**src/sv/sln_pkg.sv**
```systemverilog
package sln_pkg;

    // character codes
    localparam logic [7:0] CH_NUL   = 8'h00;
    localparam logic [7:0] CH_TAB   = 8'h09;
    localparam logic [7:0] CH_LF    = 8'h0A;
    localparam logic [7:0] CH_CR    = 8'h0D;
    localparam logic [7:0] CH_SPACE = 8'h20;

    // tab stop spacing
    localparam logic [3:0] TAB_RESET = 4'd8;
    localparam logic [3:0] TAB_MIN   = 4'd1;
    localparam logic [3:0] TAB_MAX   = 4'd8;

    // controller to datapath
    typedef struct packed {
        logic load;       // capture the input beat
        logic step;       // perform one unit of work on the held item
        logic div_step;   // one bit of the tab phase remainder
    } t_sln_cmd;

    // datapath to controller
    typedef struct packed {
        logic need_out;   // this step writes the output register
        logic out_free;   // output register can take a beat
        logic last;       // this step finishes the held item
        logic div_done;   // tab phase remainder complete
    } t_sln_stat;

endpackage

```
**src/sv/sln_in_if.sv**
```systemverilog
interface sln_in_if;
    logic       valid;
    logic       ready;
    logic [7:0] in_char;
    logic       end_of_input;

    modport source (output valid, output in_char, output end_of_input, input ready);
    modport sink   (input valid, input in_char, input end_of_input, output ready);
endinterface

```
**src/sv/sln_out_if.sv**
```systemverilog
interface sln_out_if;
    logic       valid;
    logic       ready;
    logic [7:0] out_char;
    logic       line_end;
    logic       no_line;

    modport source (output valid, output out_char, output line_end, output no_line,
                    input ready);
    modport sink   (input valid, input out_char, input line_end, input no_line,
                    output ready);
endinterface

```
**src/sv/sln_ctrl.sv**
```systemverilog
module sln_ctrl (
    input  logic                i_clk,
    input  logic                i_rst_n,
    input  logic                i_cfg_we,
    input  logic                i_in_valid,
    output logic                o_in_ready,
    input  sln_pkg::t_sln_stat  i_stat,
    output sln_pkg::t_sln_cmd   o_cmd
);
    import sln_pkg::*;

    typedef enum logic [1:0] {
        S_IDLE,
        S_WORK,
        S_RESYNC
    } t_state;

    t_state r_state;
    t_state n_state;

    always_comb begin
        n_state      = r_state;
        o_in_ready   = 1'b0;
        o_cmd        = '0;
        case (r_state)
            S_IDLE: begin
                // no beat is taken in the cycle of a register write
                o_in_ready = !i_cfg_we;
                if (i_cfg_we) begin
                    n_state = S_RESYNC;
                end else if (i_in_valid) begin
                    o_cmd.load = 1'b1;
                    n_state    = S_WORK;
                end
            end
            S_WORK: begin
                if (!i_stat.need_out || i_stat.out_free) begin
                    o_cmd.step = 1'b1;
                    if (i_stat.last) begin
                        n_state = S_IDLE;
                    end
                end
            end
            S_RESYNC: begin
                // a fresh write restarts the remainder
                o_cmd.div_step = !i_stat.div_done && !i_cfg_we;
                if (i_stat.div_done && !i_cfg_we) begin
                    n_state = S_IDLE;
                end
            end
            default: begin
                n_state = S_IDLE;
            end
        endcase
    end

    always_ff @(posedge i_clk) begin
        if (!i_rst_n) begin
            r_state <= S_IDLE;
        end else begin
            r_state <= n_state;
        end
    end

endmodule

```
**src/sv/sln_dp.sv**
```systemverilog
module sln_dp #(
    parameter int LINE_LIMIT = 256
) (
    input  logic                i_clk,
    input  logic                i_rst_n,
    input  sln_pkg::t_sln_cmd   i_cmd,
    output sln_pkg::t_sln_stat  o_stat,
    input  logic                i_cfg_we,
    input  logic [3:0]          i_cfg_wdata,
    input  logic [7:0]          i_in_char,
    input  logic                i_end_of_input,
    sln_out_if.source           o_out
);
    import sln_pkg::*;

    localparam int CW  = $clog2(LINE_LIMIT + 1);
    localparam int DCW = $clog2(CW + 1);
    localparam logic [CW-1:0]  LIM     = CW'(LINE_LIMIT);
    localparam logic [CW-1:0]  LIM_M1  = CW'(LINE_LIMIT - 1);
    localparam logic [DCW-1:0] DIV_LEN = DCW'(CW);

    typedef enum logic [1:0] {
        K_END,
        K_TAB,
        K_CHAR,
        K_DROP
    } t_kind;

    logic [3:0]     r_tab_size;
    logic [CW-1:0]  r_column,    n_column;
    logic [2:0]     r_phase,     n_phase;
    logic [3:0]     r_steps,     n_steps;
    t_kind          r_kind;
    logic [7:0]     r_char;
    logic           r_eoi;
    logic [DCW-1:0] r_div_cnt;
    logic [CW-1:0]  r_div_shift;
    logic [2:0]     r_rem;
    logic           r_out_valid,    n_out_valid;
    logic [7:0]     r_out_char,     n_out_char;
    logic           r_out_line_end, n_out_line_end;
    logic           r_out_no_line,  n_out_no_line;

    logic           w_emit;
    logic           w_out_free;
    logic [2:0]     w_phase_inc;
    logic [3:0]     w_div_try;
    logic [2:0]     w_div_rem;
    logic [3:0]     w_cfg_tab;
    t_kind          w_kind;

    assign w_emit      = r_column < LIM_M1;
    assign w_out_free  = !r_out_valid || o_out.ready;
    assign w_phase_inc = (({1'b0, r_phase} + 4'd1) == r_tab_size) ? 3'd0 : r_phase + 3'd1;

    // restoring remainder, one column bit per step
    assign w_div_try = {r_rem, r_div_shift[CW-1]};
    assign w_div_rem = (w_div_try >= r_tab_size) ? 3'(w_div_try - r_tab_size)
                                                 : w_div_try[2:0];

    assign w_cfg_tab = (i_cfg_wdata < TAB_MIN || i_cfg_wdata > TAB_MAX) ? TAB_MIN
                                                                       : i_cfg_wdata;

    always_comb begin
        if (i_end_of_input || i_in_char == CH_LF) begin
            w_kind = K_END;
        end else if (i_in_char == CH_TAB) begin
            w_kind = K_TAB;
        end else if (i_in_char == CH_NUL || i_in_char == CH_CR) begin
            w_kind = K_DROP;
        end else begin
            w_kind = K_CHAR;
        end
    end

    always_comb begin
        o_stat.out_free = w_out_free;
        o_stat.div_done = (r_div_cnt == '0);
        o_stat.last     = (r_kind != K_TAB) || (r_steps == 4'd1);
        o_stat.need_out = (r_kind == K_END)
                       || ((r_kind == K_TAB || r_kind == K_CHAR) && w_emit);
    end

    always_comb begin
        n_column       = r_column;
        n_phase        = r_phase;
        n_steps        = r_steps;
        n_out_valid    = r_out_valid && !o_out.ready;
        n_out_char     = r_out_char;
        n_out_line_end = r_out_line_end;
        n_out_no_line  = r_out_no_line;
        if (i_cmd.load) begin
            n_steps = r_tab_size - {1'b0, r_phase};
        end
        if (i_cmd.step) begin
            case (r_kind)
                K_END: begin
                    n_out_valid = 1'b1;
                    if (r_eoi && r_column == '0) begin
                        n_out_char     = CH_NUL;
                        n_out_line_end = 1'b0;
                        n_out_no_line  = 1'b1;
                    end else begin
                        n_out_char     = w_emit ? CH_LF : CH_CR;
                        n_out_line_end = 1'b1;
                        n_out_no_line  = 1'b0;
                        n_column       = '0;
                        n_phase        = '0;
                    end
                end
                K_TAB, K_CHAR: begin
                    if (w_emit) begin
                        n_out_valid    = 1'b1;
                        n_out_char     = (r_kind == K_TAB || r_char < CH_SPACE) ? CH_SPACE
                                                                              : r_char;
                        n_out_line_end = 1'b0;
                        n_out_no_line  = 1'b0;
                    end
                    if (r_column < LIM) begin
                        n_column = r_column + CW'(1);
                        n_phase  = w_phase_inc;
                    end
                    n_steps = r_steps - 4'd1;
                end
                default: begin
                end
            endcase
        end
        if (i_cmd.div_step && r_div_cnt == DCW'(1)) begin
            n_phase = w_div_rem;
        end
    end

    always_ff @(posedge i_clk) begin
        if (!i_rst_n) begin
            r_tab_size  <= TAB_RESET;
            r_column    <= '0;
            r_phase     <= '0;
            r_div_cnt   <= '0;
            r_out_valid <= 1'b0;
        end else begin
            r_column    <= n_column;
            r_phase     <= n_phase;
            r_out_valid <= n_out_valid;
            if (i_cfg_we) begin
                r_tab_size <= w_cfg_tab;
                r_div_cnt  <= DIV_LEN;
            end else if (i_cmd.div_step) begin
                r_div_cnt <= r_div_cnt - DCW'(1);
            end
        end
    end

    always_ff @(posedge i_clk) begin
        r_steps        <= n_steps;
        r_out_char     <= n_out_char;
        r_out_line_end <= n_out_line_end;
        r_out_no_line  <= n_out_no_line;
        if (i_cmd.load) begin
            r_kind <= w_kind;
            r_char <= i_in_char;
            r_eoi  <= i_end_of_input;
        end
        if (i_cfg_we) begin
            r_div_shift <= r_column;
            r_rem       <= '0;
        end else if (i_cmd.div_step) begin
            r_div_shift <= {r_div_shift[CW-2:0], 1'b0};
            r_rem       <= w_div_rem;
        end
    end

    assign o_out.valid    = r_out_valid;
    assign o_out.out_char = r_out_char;
    assign o_out.line_end = r_out_line_end;
    assign o_out.no_line  = r_out_no_line;

endmodule

```
**src/sv/source_line_normalizer_core.sv**
```systemverilog
// source line normaliser: takes one source byte per input beat (or an end-of-input
// mark) and gives normalised characters on the output channel. tabs expand to spaces
// up to the next multiple of tab_size, nul and carriage return vanish, other control
// codes become a space, everything else passes through. the column saturates at
// LINE_LIMIT and no character is sent from column LINE_LIMIT-1 on. a newline, or end of
// input on a non-empty line, gives a terminator beat with line_end set: 0x0A, or 0x0D
// when the line reached LINE_LIMIT-1 (truncated). end of input on an empty line gives
// one beat with no_line set. timing: an input beat is captured in the idle state and
// worked on in the work state, in one step for an ordinary byte, a dropped byte or a
// terminator, and a tab steps through its spaces up to the next tab stop at one space
// position per cycle; a full output register that is not drained holds the stepping.
// the output register lets the next byte be captured while the last result still
// waits. the column modulo tab_size is kept as a running phase; after a tab_size write
// it is rebuilt by a bit-serial remainder, and input ready is low in the write cycle
// and until the remainder is complete and the controller is back in idle.
module source_line_normalizer_core #(
    parameter int LINE_LIMIT = 256
) (
    input  logic       i_clk,
    input  logic       i_rst_n,
    input  logic       i_cfg_we,
    input  logic [3:0] i_cfg_wdata,
    sln_in_if.sink     i_in,
    sln_out_if.source  o_out
);
    import sln_pkg::*;

    t_sln_cmd  w_cmd;
    t_sln_stat w_stat;
    logic      w_in_ready;

    // sequencing: capture, per-position stepping, tab phase rebuild
    sln_ctrl u_ctrl (
        .i_clk      (i_clk),
        .i_rst_n    (i_rst_n),
        .i_cfg_we   (i_cfg_we),
        .i_in_valid (i_in.valid),
        .o_in_ready (w_in_ready),
        .i_stat     (w_stat),
        .o_cmd      (w_cmd)
    );

    // column, tab phase, held item, remainder unit and output register
    sln_dp #(
        .LINE_LIMIT (LINE_LIMIT)
    ) u_dp (
        .i_clk          (i_clk),
        .i_rst_n        (i_rst_n),
        .i_cmd          (w_cmd),
        .o_stat         (w_stat),
        .i_cfg_we       (i_cfg_we),
        .i_cfg_wdata    (i_cfg_wdata),
        .i_in_char      (i_in.in_char),
        .i_end_of_input (i_in.end_of_input),
        .o_out          (o_out)
    );

    assign i_in.ready = w_in_ready;

endmodule

```
**src/flat_wrapper.sv**
```systemverilog
// flat-port wrapper written by rule: the top's interface ports become plain ports
module source_line_normalizer_core_flat import sln_pkg::*;
#(
    parameter int LINE_LIMIT = 256
)
  (i_clk, i_rst_n, i_cfg_we, i_cfg_wdata, i_in_valid, i_in_in_char, i_in_end_of_input, i_in_ready, o_out_valid, o_out_out_char, o_out_line_end, o_out_no_line, o_out_ready);
  sln_in_if i_in_i ();
  sln_out_if o_out_i ();
  input  logic i_clk;
  input  logic i_rst_n;
  input  logic i_cfg_we;
  input  logic [3:0] i_cfg_wdata;
  input wire logic [$bits(i_in_i.valid)-1:0] i_in_valid;
  input wire logic [$bits(i_in_i.in_char)-1:0] i_in_in_char;
  input wire logic [$bits(i_in_i.end_of_input)-1:0] i_in_end_of_input;
  output wire logic [$bits(i_in_i.ready)-1:0] i_in_ready;
  output wire logic [$bits(o_out_i.valid)-1:0] o_out_valid;
  output wire logic [$bits(o_out_i.out_char)-1:0] o_out_out_char;
  output wire logic [$bits(o_out_i.line_end)-1:0] o_out_line_end;
  output wire logic [$bits(o_out_i.no_line)-1:0] o_out_no_line;
  input wire logic [$bits(o_out_i.ready)-1:0] o_out_ready;
  assign i_in_i.valid = i_in_valid;
  assign i_in_i.in_char = i_in_in_char;
  assign i_in_i.end_of_input = i_in_end_of_input;
  assign i_in_ready = i_in_i.ready;
  assign o_out_valid = o_out_i.valid;
  assign o_out_out_char = o_out_i.out_char;
  assign o_out_line_end = o_out_i.line_end;
  assign o_out_no_line = o_out_i.no_line;
  assign o_out_i.ready = o_out_ready;
  source_line_normalizer_core #(.LINE_LIMIT(LINE_LIMIT)) u_core (.i_clk(i_clk), .i_rst_n(i_rst_n), .i_cfg_we(i_cfg_we), .i_cfg_wdata(i_cfg_wdata), .i_in(i_in_i), .o_out(o_out_i));
endmodule
```
**config.mk**
```make
export PLATFORM = sky130hd
export DESIGN_NAME = source_line_normalizer_core_flat
export DESIGN_NICKNAME = d
export VERILOG_FILES = /design/src/sv/sln_pkg.sv /design/src/sv/sln_in_if.sv /design/src/sv/sln_out_if.sv /design/src/sv/sln_ctrl.sv /design/src/sv/sln_dp.sv /design/src/sv/source_line_normalizer_core.sv /design/src/flat_wrapper.sv
export SDC_FILE = /design/constraint.sdc
export NUM_CORES = 1
export LEC_CHECK = 0
export ABC_AREA = 1
export BUFFER_PORTS_ARGS = -buffer_cell sky130_fd_sc_hd__buf_2
export CORE_MARGIN = 3
export CORE_UTILIZATION = 42
export CTS_BUF_LIST = sky130_fd_sc_hd__clkbuf_8 sky130_fd_sc_hd__clkbuf_16
export DETAILED_ROUTE_END_ITERATION = 7
export PLACE_DENSITY = 0.7
export SYNTH_ARGS = -nofsm -noshare
export SYNTH_HDL_FRONTEND = slang
export SYNTH_HIERARCHICAL = 1
export SYNTH_SLANG_ARGS = --single-unit
```
**constraint.sdc**
```tcl
create_clock -name i_clk -period 5.4 [get_ports i_clk]
set_input_delay 0.27 -clock i_clk [delete_from_list [all_inputs] [get_ports i_clk]]
set_output_delay 0.27 -clock i_clk [all_outputs]
set_load 0.1 [all_outputs]
```
* Yosys cells after proc, flatten, opt, wreduce, memory -nomap -nowiden *
Cells that the tools add are included.

storage, ports and cells
  bits in registers = 60
  output and inout port bits = 12
  word-level logic and storage cells = 133

operators by class
  $add $sub $neg = 7
  magnitude comparators = 6
  equality and inequality tests = 20
  mux-type cells = 46
  bitwise logic cells = 1
  reductions and logical operators = 36

operators with widths
  cell                                                                          number
  9-bit 2-to-1 mux                                                              4
  4-bit 2-to-1 mux                                                              7
  8-bit by 4-bit equality test with 1-bit output, second input constant         3
  3-bit 2-to-1 mux                                                              7
  9-bit one-hot mux with 2 select lines                                         1
  8-bit 2-to-1 mux                                                              2
  8-bit one-hot mux with 2 select lines                                         1
  1-bit 2-to-1 mux                                                              14
  2-bit != test, second input constant                                          6
  4-bit AND reduction                                                           3
  2-bit 2-to-1 mux                                                              5
  9-bit by 1-bit adder with 9-bit output, second input constant                 1
  9-bit logical NOT                                                             1
  1-bit logical OR                                                              9
  9-bit by 8-bit less-than comparator with 1-bit output, second input constant  1
  9-bit less-than comparator, second input constant                             1
  4-bit by 1-bit equality test with 1-bit output, second input constant         2
  8-bit logical NOT                                                             1
  8-bit by 6-bit less-than comparator with 1-bit output, second input constant  1
  4-bit by 1-bit subtractor with 4-bit output, second input constant            2
  1-bit logical AND                                                             6
  3-bit != test, second input constant                                          2
  1-bit one-hot mux with 2 select lines                                         3
  2-bit one-hot mux with 3 select lines                                         1
  21 further kinds                                                              32

* Logic depth before layout (Yosys ltp) *
  depth after elaboration = 10
  mapped depth = 15

* Cells and area by module *
Netlist, hierarchy kept.

modules (own cells, without submodules)
  module    instances  cells an instance  area an instance (µm²)  sequential area each (µm²)
  sln_dp    1          406                3269.4                  1461.4
  sln_ctrl  1          23                 138.9                   40.0

* Worst setup path before layout *
Ideal clock, no wire load.

  kind = flip-flop to flip-flop
  start = register u_core.u_dp.r_kind[0]
  end = register u_core.u_dp.r_out_line_end (netlist: u_core/u_dp/o_out.line_end) (enable)
  library setup time = 0.392 ns
  arrival time = 2.458 ns
  data required time = 5.008 ns
  path slack = 2.550 ns
  stages on the path, launching flop included = 11
  buffers on the path = 1
  period minus slack after synthesis = 2.850 ns
  cells stage by stage = edfxtp_1 -> inv_1 -> ha_1 -> inv_1 -> clkbuf_1 -> o21ai_2 -> nand2_1 -> and2_1 -> inv_1 -> a21oi_1 -> a21boi_0

RTL lines
  element                 line           source
  from (decl)             sln_dp.sv:33   t_kind r_kind;
  from (signal assigned)  sln_dp.sv:160  r_kind <= w_kind;
  to (signal assigned)    sln_dp.sv:157  r_out_line_end <= n_out_line_end;
  to (decl)               sln_dp.sv:41   logic r_out_line_end, n_out_line_end;

==> flow_metrics.env <==
export IMPL_ys_ff_latch=60
export IMPL_cp_end_kind="register"
export IMPL_finalHoldViolCount=0
export IMPL_period_minus_slack_ps=2550
export IMPL_comb_power_share_pct=13.8
export IMPL_fillCellCount=779
export IMPL_cts_buffers=9
export IMPL_clockBufferDepth=2
export IMPL_dieArea_um2=9230
export IMPL_maxSlewViolCount=0
export IMPL_yosysWarningCount=6
export IMPL_initial_core_util_pct=43.7
export IMPL_grt_overflow_total=0
export IMPL_drive_above_1_share_pct=15.4
export IMPL_nets=499
export IMPL_seqPwrFrac_pct=47.4
export IMPL_p_leak_nw=1.70
export IMPL_crit_path_frequent_cell="inv_1"
export IMPL_setup_tns_ps=0
export IMPL_ant_nets=0
export IMPL_drtPass1Iterations=5
export IMPL_cap_violations=0
export IMPL_synth_cell_types=43
export IMPL_clk_insertion_delay_late_ps=340
export IMPL_worst_ep_required_time_ps=5450
export IMPL_postCtsHoldBufs=0
export IMPL_critical_path_peak_fanout=15
export IMPL_grtUsageMet2_pct=25.8
export IMPL_cts_setup_buffers=0
export IMPL_grt_pass1_vias=2508
export IMPL_path_delay_family="buffers and inverters"
export IMPL_root_buffer="clkbuf_8"
export IMPL_synth_cells_most_frequent="nand2_1 (107), inv_1 (66), nor2_1 (42), dfxtp_1 (30), edfxtp_1 (30)"
export IMPL_irDropWorstVdd_v=0.000172
export IMPL_hp_class="primary input to register"
export IMPL_max_freq_ghz=0.391
export IMPL_power_internal_mw=0.810
export IMPL_io_pins=30
export IMPL_dp_hpwl_um=5180
export IMPL_core_um2=7810
export IMPL_synthArstFlopShare_pct=0
export IMPL_powerDensity_nw_per_um2=287
export IMPL_tritoncts="yes"
export IMPL_power_share_clock_pct=38.8
export IMPL_setup_viol=0
export IMPL_tightest_slew_ps=681
export IMPL_port_buffers=29
export IMPL_areaGrowthSynthToFinish_pct=13.0
export IMPL_yosysMostFrequentCell="nand2_1"
export IMPL_vias=2816
export IMPL_drt_iter0_drc=122
export IMPL_finalCritPeriodShare_pct=47.3
export IMPL_dieHeight_um=96.1
export IMPL_antenna_found_initial=0
export IMPL_ys_seq_area_share_pct=44.1
export IMPL_gp_congestion=0.842
export IMPL_syn_num_nets=466
export IMPL_grt_busiest_layer="met2"
export IMPL_critPathLaunchType="register"
export IMPL_whs_ps=118
export IMPL_max_stage_delay_ps=470
export IMPL_diodes=0
export IMPL_grt_max_degree=22
export IMPL_grt_use_met3_pct=4.30
export IMPL_switching_share_pct=26.8
export IMPL_grt_pass1_wl_um=11400
export IMPL_crit_type="register to register"
export IMPL_path_cells="inv_1, ha_1, inv_1, o21ai_2, nand2_1, and2_1, inv_1, a21oi_1, a21boi_0, buf_4"
export IMPL_totalWireLength_um=6780
export IMPL_cts_reportedPaths_clkPinSlew_ps=70
export IMPL_synthTopCellsByArea="edfxtp_1 (26%), dfxtp_1 (18%), nand2_1 (12%), inv_1 (7.3%), ha_1 (6.2%)"
export IMPL_die_x_um=96.1
export IMPL_rsz0062_at_grt="no"
export IMPL_p_sw_mw=0.296
export IMPL_drc=0
export IMPL_cp_num_buf_inv=4
export IMPL_cts_resized_gates=0
export IMPL_synth_top_area_cell="edfxtp_1"
export IMPL_wire_per_inst_um=11.9
export IMPL_use_met1_pct=20.8
export IMPL_syn_avg_cell_area_um2=7.94
export IMPL_std_cell_rows=32
export IMPL_synth_top_area_share_pct=26.4
export IMPL_syn_area_um2=3410
export IMPL_status="finished clean"
export IMPL_vias_per_cell=4.95
export IMPL_clock_skew_ps=6.88
export IMPL_synth_flop_cell="edfxtp_1"
export IMPL_track_usage_pct=16.1
export IMPL_syn_inst=429
export IMPL_slew_headroom_pct=54.2
export IMPL_cts_max_level=3
export IMPL_crit_arrival_ps=2600
export IMPL_critical_path_slowest_cell="ha_1"
export IMPL_synth_edf_count=30
export IMPL_cts_sinks=60
worst paths after layout:
kind	startpoint	endpoint	slack, ps	depth (start not counted)
worst max-delay path	u_core/u_dp/r_kind[0]	u_core/u_dp/o_out.out_char[5]	2850	10
worst min-delay path	i_in_in_char[5]	u_core/u_dp/r_char[5]	120	1
worst min register to register	u_core/u_dp/r_div_cnt[3]	u_core/u_dp/r_div_cnt[3]	480	2
worst max register to register	u_core/u_dp/r_kind[0]	u_core/u_dp/o_out.out_char[5]	2850	10
cell usage in the layout, fill, tap and decap left out, types with 4 or more instances in the layout:
cell type / n
edfxtp_1: 30
nor3_1: 4
nor2_1: 42
a21oi_1: 19
o21ai_0: 19
inv_1: 67
dfxtp_1: 30
clkbuf_8: 9
a21oi_2: 4
nand2_1: 107
o22ai_1: 5
nor4_1: 4
nand2_2: 4
ha_1: 17
buf_2: 29
nand3_1: 28
per-stage QoR:
stage	instances	util, %	setup WS [ps]	cell area (um2)	power [mW]
after detailed placement	553	46.7	2860	3640	0.687
after global placement	553	46.7	2950	3640	0.681
final	569	49.3	2850	3850	1.11
after CTS	569	49.3	2840	3850	1.12
after floorplan	429	-	2550	3410	0.649
after global routing	569	49.3	2580	3850	1.16
registers in the layout (all words and copies together) (netlist names):
signal                      cells
u_core/u_dp/r_div_cnt           4
u_core/u_dp/o_out.valid         1
u_core/u_dp/r_div_shift         9
u_core/u_ctrl/r_state           2
u_core/u_dp/r_steps             4
u_core/u_dp/r_eoi               1
u_core/u_dp/o_out.out_char      8
u_core/u_dp/r_rem               3
u_core/u_dp/r_tab_size          4
u_core/u_dp/o_out.line_end      1
u_core/u_dp/r_kind              2
u_core/u_dp/r_column            9
u_core/u_dp/r_phase             3
u_core/u_dp/o_out.no_line       1
u_core/u_dp/r_char              8
cell type report:
class                           count  area, um2  area share [%]
Clock buffer                        9        124            3.22
Clock inverter                      7       82.6            2.14
Inverter                           70        268            6.95
Multi-Input combinational cell    291       1600            41.4
Sequential cell                    60       1500            39.0
Tap cell                          102        128            3.31
Timing Repair Buffer               30        153            3.96
routing by layer:
metal  vias to the layer above  part of all wire [%]  wire length (um)
met5                         -                     0                 0
met4                         0                   1.3                87
met3                         8                   3.3               221
met2                        40                    49              3300
met1                      1311                    47              3170
li1                       1457                     -                 -
power by group through the flow:
stage | clock network (mW) | registers [mW] | logic (mW)
after floorplan | 0 | 0.543 | 0.106
after global placement | 0 | 0.533 | 0.149
after detailed placement | 0 | 0.534 | 0.153
after CTS | 0.439 | 0.524 | 0.154
after global routing | 0.460 | 0.527 | 0.178
final | 0.429 | 0.524 | 0.153
logic make-up (layout without fill, tap and decap cells):
kind of cell | Yosys count | after routing | synth area share [%]
XOR/XNOR | 3 | 3 | 0.771
adder cells (fa/ha/maj) | 19 | 19 | 7.42
flip-flops | 60 | 60 | 44.1
AND/OR/NAND/NOR | 209 | 209 | 28.3
buffers and inverters | 78 | 116 | 9.14
AO/OA/AOI/OAI | 60 | 60 | 10.3
(Power assumes the default switching activity.)
